**config.mk**
```make
export PLATFORM = sky130hd
export DESIGN_NAME = sbms_div
export DESIGN_NICKNAME = d
export VERILOG_FILES = /design/src/hw/rtl/sbms_pkg.sv /design/src/hw/rtl/sbms_div.sv
export SDC_FILE = /design/constraint.sdc
export NUM_CORES = 1
export LEC_CHECK = 0
export ABC_AREA = 1
export BUFFER_PORTS_ARGS = -buffer_cell sky130_fd_sc_hd__buf_2
export CAP_MARGIN = 5
export CORE_UTILIZATION = 50
export DETAILED_ROUTE_END_ITERATION = 10
export PLACE_DENSITY_LB_ADDON = 0.3
export SLEW_MARGIN = 0
export SYNTH_ARGS = -nofsm -noshare
export SYNTH_HDL_FRONTEND = slang
export SYNTH_SLANG_ARGS = --single-unit
```
**constraint.sdc**
```tcl
create_clock -name clk_i -period 3.65 [get_ports clk_i]
set_clock_uncertainty 0.15 [all_clocks]
set_input_delay 0.1825 -clock clk_i [delete_from_list [all_inputs] [get_ports clk_i]]
set_output_delay 0.1825 -clock clk_i [all_outputs]
set_load 0.01 [all_outputs]
```
**src/hw/rtl/sbms_pkg.sv**
```systemverilog
// package with sizes and codes for the block match search
package sbms_pkg;
  localparam int unsigned FrameSide   = 256;
  localparam int unsigned TerrainSide = 512;
  localparam int unsigned RadiusMax   = 15;
  localparam int unsigned PixelBits   = 32;
  localparam int unsigned SampleStep  = 4;
  localparam int unsigned PctScale    = 100;

  localparam int unsigned FrameAw   = $clog2(FrameSide * FrameSide);
  localparam int unsigned TerrainAw = $clog2(TerrainSide * TerrainSide);
  localparam int unsigned FrameCw   = $clog2(FrameSide);
  localparam int unsigned TerrainCw = $clog2(TerrainSide);

  typedef enum logic [1:0] {
    ModeLoadFrame   = 2'd0,
    ModeLoadTerrain = 2'd1,
    ModeSearch      = 2'd2,
    ModeUnused      = 2'd3
  } mode_e;

  typedef enum logic [2:0] {
    RegFrameWidth    = 3'd0,
    RegFrameHeight   = 3'd1,
    RegTerrainWidth  = 3'd2,
    RegTerrainHeight = 3'd3,
    RegSearchRadius  = 3'd4
  } reg_idx_e;
endpackage

```
**src/hw/rtl/sbms_div.sv**
```systemverilog
// restoring divider for the percentage, one quotient bit per cycle
module sbms_div import sbms_pkg::*; (
  input  logic        clk_i,
  input  logic        rst_ni,
  input  logic        start_i,
  input  logic [21:0] num_i,
  input  logic [14:0] den_i,
  output logic        done_o,
  output logic [6:0]  quot_o
);
  logic [21:0] num_q, num_d;
  logic [15:0] rem_q, rem_d;
  logic [21:0] quo_q, quo_d;
  logic [14:0] den_q, den_d;
  logic [4:0]  cnt_q, cnt_d;
  logic        busy_q, busy_d, done_q, done_d;
  logic [15:0] trial;

  // shift in one numerator bit and try to subtract
  always_comb begin
    num_d = num_q; rem_d = rem_q; quo_d = quo_q; den_d = den_q;
    cnt_d = cnt_q; busy_d = busy_q; done_d = 1'b0;
    trial = {rem_q[14:0], num_q[21]};
    if (start_i) begin
      num_d = num_i; den_d = den_i; rem_d = '0; quo_d = '0;
      cnt_d = 5'd21; busy_d = 1'b1;
    end else if (busy_q) begin
      num_d = {num_q[20:0], 1'b0};
      if (trial >= {1'b0, den_q}) begin
        rem_d = trial - {1'b0, den_q};
        quo_d = {quo_q[20:0], 1'b1};
      end else begin
        rem_d = trial;
        quo_d = {quo_q[20:0], 1'b0};
      end
      if (cnt_q == '0) begin
        busy_d = 1'b0; done_d = 1'b1;
      end else begin
        cnt_d = cnt_q - 5'd1;
      end
    end
  end

  always_ff @(posedge clk_i or negedge rst_ni) begin
    if (!rst_ni) begin
      busy_q <= 1'b0; done_q <= 1'b0; cnt_q <= '0;
    end else begin
      busy_q <= busy_d; done_q <= done_d; cnt_q <= cnt_d;
    end
  end

  always_ff @(posedge clk_i) begin
    num_q <= num_d; rem_q <= rem_d; quo_q <= quo_d; den_q <= den_d;
  end

  assign done_o = done_q;
  assign quot_o = quo_q[6:0];
endmodule

```
Yosys cells after proc, flatten, opt, wreduce, memory -nomap -nowiden
Index checks and enable logic that the tools add are counted.
{ "word_totals": {"word_cells": 27, "out_inout_bits": 8, "regBits": 66} }
{ "classes": {"order_cmp": 1, "reduce_logical": 3, "n_eq_ne": 1, "n_mux": 13, "addsub": 2} }
{ "op_table": {"columns": ["op", "n"], "rows": [
  ["22-bit 2-to-1 mux", 2],
  ["16-bit by 15-bit >= comparator with 1-bit output", 1],
  ["15-bit 2-to-1 mux", 1],
  ["5-bit 2-to-1 mux", 3],
  ["15-bit subtractor", 1],
  ["1-bit 2-to-1 mux", 7],
  ["5-bit zero test", 1],
  ["5-bit by 1-bit subtractor with 5-bit output, second input constant", 1],
  ["2-bit != test, second input constant", 1],
  ["2-bit AND reduction", 1],
  ["2-bit nonzero test", 1]
]} }

Longest topological paths before layout
Gate-level depths: netlist of run 1.
{ "depth": {"word_depth": 4, "ltp_mapped": 15} }

Worst setup path after synthesis of run 1
No wires, ideal clock.
{ "synth_timing": {"kind": "register -> register", "startpoint": "reg num_q[21]", "endpoint": "reg rem_q[0]", "n_path_buf": 1, "synth_period_minus_slack_ps": 2091, "path_stages_with_launch": 15, "setup_slack_ps": 1559, "arrival_ps": 1791, "setup_time_ps": 150, "path_cell_list": "edfxtp_1 inv_1 ha_1 fa_1 inv_1 nand3_1 nand2_1 nand2_2 nand3_2 nand2_4 nand2_2 buf_6 nand2_1 o211ai_1 o21ai_0"} }
{ "synth_between": {"elab_chain_len": 2, "word_cells_on_any_way": 3} }
{ "synth_lines": {"columns": ["element", "line", "rtl"], "rows": [
  ["from (decl)", "sbms_div.sv:11", "logic [21:0] num_q, num_d;"],
  ["from (signal assigned)", "sbms_div.sv:53", "num_q <= num_d; rem_q <= rem_d; quo_q <= quo_d; den_q <= den_d;"],
  ["15-bit subtractor or 16-bit by 15-bit >= comparator with 1-bit output (tied branches)", "sbms_div.sv:30, sbms_div.sv:29", null],
  ["15-bit 2-to-1 mux *", "sbms_div.sv:29", "if (trial >= {1'b0, den_q}) begin"],
  ["to (signal assigned)", "sbms_div.sv:53", null],
  ["to (decl)", "sbms_div.sv:12", "logic [15:0] rem_q, rem_d;"]
]} }
Mark *: on every way between the ends. The rest lies on a longest branch, timed or not.
A chain may end at the register's enable or synchronous reset.

Final worst setup path of run 1
Same ends and word-level chain as after synthesis.

==> results of run 1 <==
## layer usage
layer / GRT usage, % / wire, um
met2: 39.54 / 3829
met4: 11.06 / 165
met3: 3.946 / 321
met1: 29.63 / 3775
met5: 0 / 0
## critical path: cells and delay by family, from the launching register on
kind	cells	cell delay [ns]
compound gates	2	0.19
simple gates	7	0.84
fa+ha+maj	2	0.63
buf+inv	2	0.12
flops	1	0.36
## final timing paths
check                          start       end  depth (start not counted)
min                           rst_ni  cnt_q[0]                          2
max                        num_q[21]  rem_q[0]                         13
max reg2reg                num_q[21]  rem_q[0]                         13
max in group asynchronous     rst_ni  cnt_q[2]                          2
min reg2reg                 cnt_q[0]  cnt_q[0]                          1
min in group clk_i           start_i  den_q[6]                          1
## cells by family (layout without fill, tap and decap cells)
kind of cell / count (synthesis) / in the layout / synth area share, %
flip-flops: 66 / 66 / 48.82
XOR/XNOR: 6 / 6 / 1.486
buffers and inverters: 75 / 167 / 8.313
adder cells (fa/ha/maj): 18 / 18 / 6.579
AND/OR/NAND/NOR: 248 / 248 / 29.57
AO/OA/AOI/OAI: 32 / 32 / 5.235
## area by class of cell
type / instances / share of cell area, %
flip-flops and latches: 66 / 38.95
multi-input cells: 304 / 34.21
repair buffers: 86 / 14.06
inverters: 65 / 5.504
clock buffers: 10 / 3.105
well taps: 96 / 2.710
clock inverters: 6 / 1.468
## state kept, by name, indices dropped and copies added, names as in the netlist
| signal | flops |
|---|---|
| den_q | 15 |
| done_o | 1 |
| cnt_q | 5 |
| rem_q | 15 |
| num_q | 22 |
| busy_q | 1 |
| quo_q | 7 |
## timing repair
| item | 4_1_cts | 5_1_grt |
|---|---|---|
| setup endpoints to repair | 0 | 0 |
| hold buffers | 38 | 0 |
| hold endpoints to repair | 44 | 0 |
## Yosys cell counts (2+ instances only)
master    count  area share, %
a21oi_1      11            1.6
buf_1         2           0.21
clkbuf_1      5           0.53
dfrtp_1       7            5.0
dfxtp_1      22             12
edfxtp_1     37             31
ha_1         17            6.0
inv_1        63            6.7
inv_2         2           0.21
nand2_1     166             18
nand2_2       2           0.35
nand2_4       2           0.64
nand3_1      28            4.0
nand3b_1      3           0.64
nand4_1       9            1.6
nor2_1       30            3.2
nor2_2        2           0.35
nor3_1        2           0.28
o211ai_1      4           0.85
o21ai_0       9            1.3
o22ai_1       4           0.71
or2_0         2           0.35
xnor2_1       2           0.50
xor2_1        4           0.99
## power groups by stage
stage                     Combinational (mW)  Clock [mW]  Sequential, mW
final                                  0.986       0.629            1.02
after global routing                    1.12       0.662            1.03
after CTS                              0.980       0.640            1.01
after detailed placement               0.938           0            1.03
after global placement                 0.917           0            1.03
after floorplan                        0.753           0           0.997
## through the flow
stage / worst slack [ns] / utilization (%)
4_1_cts: 1.223 / 64.89
2_1_floorplan: 1.559 / -
3_5_place_dp: 1.238 / 56.36
6_report: 1.215 / 64.89
5_1_grt: 1.082 / 64.89
3_3_place_gp: 1.336 / 56.36
## layout by cell type (no fill, tap or decap), types with 3 or more instances in the layout
cell	n
nand4_1	9
o21ai_0	9
dfxtp_1	22
clkbuf_8	10
nor2_1	30
inv_1	63
edfxtp_1	37
nand3b_1	3
buf_2	47
nand2_1	166
a21oi_1	11
ha_1	17
nand3_1	28
o211ai_1	4
dlygate4sd3_1	38
dfrtp_1	7
xor2_1	4
o22ai_1	4
==> reports/results.ini, run 1 <==
[layout]
syn_to_final_growth_pct = 25.33
seq_area_sq_um = 1727
instances_no_fill = 633
fillers = 622
layout-drive-gt1-share_pct = 13.97
antenna_cells = 0
layout.nets = 590
multi_input_area_sq_um = 1516
stdcell_area_sq_um = 4433

[setup_path]
critPathSlowestCell = fa_1
crit_arrival_ns = 2.47
crit_chain = inv_1, ha_1, fa_1, inv_1, nand3_1, nand2_1, nand2_2, nand3_2, nand2_4, nand2_2, nand2_1, o211ai_1, o21ai_0
crit_fanout = 20
end_kind = flip-flop
max_stage_delay_ns = 0.41
worstSetupStartpointType = flip-flop
crit_required_ns = 3.69
crit_type = reg -> reg
r2r_slack_ns = 1.21

[cts]
clk_latency_ns = 0.35
cts.repair.resized = 0
max-clock-path-buffers = 2
cts_inserted_buffers = 9
clk_pin_slew_worst_paths_ns = 0.08
cts_sinks = 66
clockRootBuffer = clkbuf_8
cts_tree = built
cts_setup_buffers = 0
htree_levels = 3

[synth]
yosys_warnings = 0
async_reset_ff_share_pct = 10.61
syn_area_per_cell_sq_um = 7.949
syn-num-nets = 503
synth_edf_count = 37
netlist_area_sq_um = 3537
synth_seq_area_share_pct = 48.81
synth_flop_cell = edfxtp_1
synthCells = 445
ys_ff_latch = 66
synthDistinctLibCells = 34

[floorplanning]
die-area_sq_um = 7415
initial_core_util_pct = 51.78
coreArea_sq_um = 6832
row_count = 30
die_x_um = 86.11
io_pins = 48
die_h_um = 86.11

[power]
switchingPower_mw = 0.9949
p_seq_share_pct = 38.6
powerDensity_nw_per_um2 = 593.7
pwr-share-comb_pct = 37.5
total_power_mw = 2.632
switching_share_pct = 37.81
p_leak_nw = 2.292
ir_drop_mv = 0.3020
pwr-share-clk_pct = 23.9
internal_power_mw = 1.637

[global_routing]
grt_pass1_wl_um = 13340
grt_max_degree = 38
first_global_vias = 3041
grt-ovfl-total = 0
grt_use_total_pct = 23.54
antenna_found_initial = 0

[timing]
relSlewSlack_pct = 31.97
hold_violations = 0
fin_crit_ns = 2.435
worst_slew_pin_slew_ns = 1.019
finalSetupTns_ns = 0
setup_viol_count_final = 0
rsz0062_at_grt = false
timing.final.crit_share_pct = 66.72
max_freq_mhz = 410.6
maxSlewViolCount = 0
hold_ws_ns = 0.04646

[route]
drc = 0
routed_wl_um = 8092
drt_iter0_drc = 145
vias = 3064
avgViaCountPerCell = 4.840
wl_per_cell_um = 12.78
first_pass_iters = 4
antenna_left = 0

[placed_design]
finalWeightedCongestion = 0.9166
placed_area_sq_um = 3850
dp_hpwl_um = 5490
numPortBuffers = 47
dp_cells = 579

[hold_path]
hold_path.class = in -> async

[run]
drv_cap = 0

[run_status]
status = finished, final reports clean

Note: power is estimated with default switching activity, not from simulation.
==> run 2: changes to the inputs <==
==> constraint.sdc (replaced) <==
create_clock -name clk_i -period 2.5 [get_ports clk_i]
set_clock_uncertainty 0.15 [all_clocks]
set_input_delay 0.125 -clock clk_i [delete_from_list [all_inputs] [get_ports clk_i]]
set_output_delay 0.125 -clock clk_i [all_outputs]
set_load 0.01 [all_outputs]
==> reports/results.ini, run 2 (synthesized netlist as in run 1, its figures left out) <==
[layout]
multi_input_area_sq_um = 1521  ; was 1516 sq um
largest_reg_flops = 22  ; unchanged
largest_register = num_q  ; unchanged
syn_to_final_growth_pct = 25.96  ; was 25.33%
layout-drive-gt1-share_pct = 14.02  ; was 13.97%
mostFrequentLayoutCell = nand2_1  ; unchanged
largestRegisters = num_q x22, den_q x15, rem_q x15  ; unchanged
layout.nets = 595  ; was 590
seq_area_sq_um = 1727  ; unchanged
fillers = 601  ; was 622
antenna_cells = 0  ; unchanged
stdcell_area_sq_um = 4456  ; was 4433 sq um
final_cell_mix = nand2_1 (166), inv_1 (63), buf_2 (47), dlygate4sd3_1 (39), edfxtp_1 (37)  ; was nand2_1 (166), inv_1 (63), buf_2 (47), dlygate4sd3_1 (38), edfxtp_1 (37)
final_util_pct = 65.22  ; was 64.89%

[hold_path]
whs_endpoint = den_q[4]
hold_start = start_i
hold-path-cell-count = 1
hold_path.class = in -> reg  ; was in -> async

[cts]
clockRootBuffer = clkbuf_8  ; unchanged
cts_inserted_buffers = 9  ; unchanged
htree_levels = 3  ; unchanged
clk_pin_slew_worst_paths_ns = 0.07  ; was 0.08 ns
cts_tree = built  ; unchanged
max-clock-path-buffers = 2  ; unchanged
cts_setup_buffers = 0  ; unchanged
clk_latency_ns = 0.34  ; was 0.35 ns
cts_sinks = 66  ; unchanged

[power]
powerDensity_nw_per_um2 = 846.9  ; was 593.7 nW/um^2
total_power_mw = 3.773  ; was 2.632 mW
ir_drop_mv = 0.4614  ; was 0.3020 mV
p_leak_nw = 2.311  ; was 2.292 nW

[route]
drc = 0  ; unchanged
first_pass_iters = 4  ; unchanged
drt_iter0_drc = 191  ; was 145
wl_per_cell_um = 12.41  ; was 12.78 um
vias = 3051  ; was 3064
avgViaCountPerCell = 4.782  ; was 4.840
routed_wl_um = 7915  ; was 8092 um
antenna_left = 0  ; unchanged

[placed_design]
finalWeightedCongestion = 0.8558  ; was 0.9166
numPortBuffers = 47  ; unchanged
placed_area_sq_um = 3880  ; was 3850 sq um
dp_hpwl_um = 5281  ; was 5490 um

[timing]
worst_slew_pin_slew_ns = 0.5319  ; was 1.019 ns
relSlewSlack_pct = 64.54  ; was 31.97%
setup_viol_count_final = 0  ; unchanged
fin_crit_ns = 2.296  ; was 2.435 ns
max_freq_mhz = 435.5  ; was 410.6 MHz
rsz0062_at_grt = false  ; unchanged
maxSlewViolCount = 0  ; unchanged
hold_ws_ns = 0.07836  ; was 0.04646 ns
hold_violations = 0  ; unchanged
finalSetupTns_ns = 0  ; unchanged
timing.final.crit_share_pct = 91.86  ; was 66.72%

[global_routing]
grt_use_met2_pct = 39.83  ; was 39.54%
antenna_found_initial = 0  ; unchanged
grt_use_met1_pct = 28.16  ; was 29.63%
grt_use_total_pct = 22.87  ; was 23.54%
gr-max-usage-layer = met2  ; unchanged
grt-ovfl-total = 0  ; unchanged
grt_max_degree = 29  ; was 38
use_met3_pct = 4.524  ; was 3.946%
first_global_vias = 2934  ; was 3041
grt_pass1_wl_um = 12900  ; was 13340 um

[setup_path]
crit_chain = inv_1, ha_1, fa_1, inv_1, nand3_1, nand2_1, nand2_2, nand3_2, nand2_4, nand2_4, nand2_4, nor2_1, nor2_1, nor2_1  ; was inv_1, ha_1, fa_1, inv_1, nand3_1, nand2_1, nand2_2, nand3_2, nand2_4, nand2_2, nand2_1, o211ai_1, o21ai_0
path_delay_family = simple AND/OR/NAND/NOR gates  ; unchanged
crit_type = reg -> reg  ; unchanged
critPathSlowestCell = fa_1  ; unchanged
crit_arrival_ns = 2.42  ; was 2.47 ns
end_kind = flip-flop  ; unchanged
r2r_cells = 14  ; was 13
crit_fanout = 20  ; unchanged
worstSetupStartpointType = flip-flop  ; unchanged
r2r-end = rem_q[12]  ; was rem_q[0]
r2r_slack_ns = 0.20  ; was 1.21 ns
crit_buf_inv = 2  ; unchanged
r2r-start = num_q[21]  ; unchanged
max_stage_delay_ns = 0.41  ; about the same
crit_required_ns = 2.62  ; was 3.69 ns

[floorplanning]
initial_core_util_pct = 51.78  ; unchanged
row_count = 30  ; unchanged
die_h_um = 86.11  ; unchanged
die-area_sq_um = 7415  ; unchanged
die_x_um = 86.11  ; unchanged
io_pins = 48  ; unchanged
coreArea_sq_um = 6832  ; unchanged

[run_status]
status = finished, final reports clean  ; unchanged

[run]
drv_cap = 0  ; unchanged

run 2: per-stage QoR:
| step | setup WS (ns) | instances |
|---|---|---|
| after floorplan | 0.4092 | 445 |
| after global placement | 0.2119 | 583 |
| after detailed placement | 0.1320 | 583 |
| after CTS | 0.1090 | 638 |
| after global routing | 0.03497 | 638 |
| final | 0.2036 | 638 |
run 2: area by class of cell:
cell class,instances,share of cell area (%)
Clock buffer,12,3.033
Sequential cell,66,38.75
Inverter,65,5.476
Clock inverter,4,1.011
Multi-Input combinational cell,304,34.15
Tap cell,96,2.696
Timing Repair Buffer,91,14.88
run 2: per-layer routing:
metal	vias up	wire [um]
li1	1606	-
met1	1380	3645
met2	57	3915
met3	8	264
met4	0	90
met5	-	0
run 2: worst max-delay path by stage:
stage / from / endpoint / slack (ns) / cells past startpoint
6_report: num_q[21] / rem_q[12] / 0.20 / 14
5_1_grt: num_q[21] / rem_q[12] / 0.03 / 14
4_1_cts: num_q[21] / rem_q[12] / 0.11 / 14
3_5_place_dp: num_q[21] / rem_q[3] / 0.13 / 13
3_3_place_gp: num_q[21] / rem_q[13] / 0.21 / 14
2_1_floorplan: num_q[21] / rem_q[0] / 0.41 / 14
run 2: timing repair:
item | CTS | global route
endpoints found under the hold margin | 44 | 0
resized for setup | 0 | 1
endpoints found under the setup margin | 0 | 15
hold buffers | 39 | 0
run 2: report_power, final:
| part | switching, mW | total, mW | leakage, nW | internal [mW] |
|---|---|---|---|---|
| combinational | 0.881 | 1.44 | 1.57 | 0.563 |
| sequential | 0.133 | 1.48 | 0.649 | 1.35 |
| clock | 0.393 | 0.850 | 0.0941 | 0.457 |
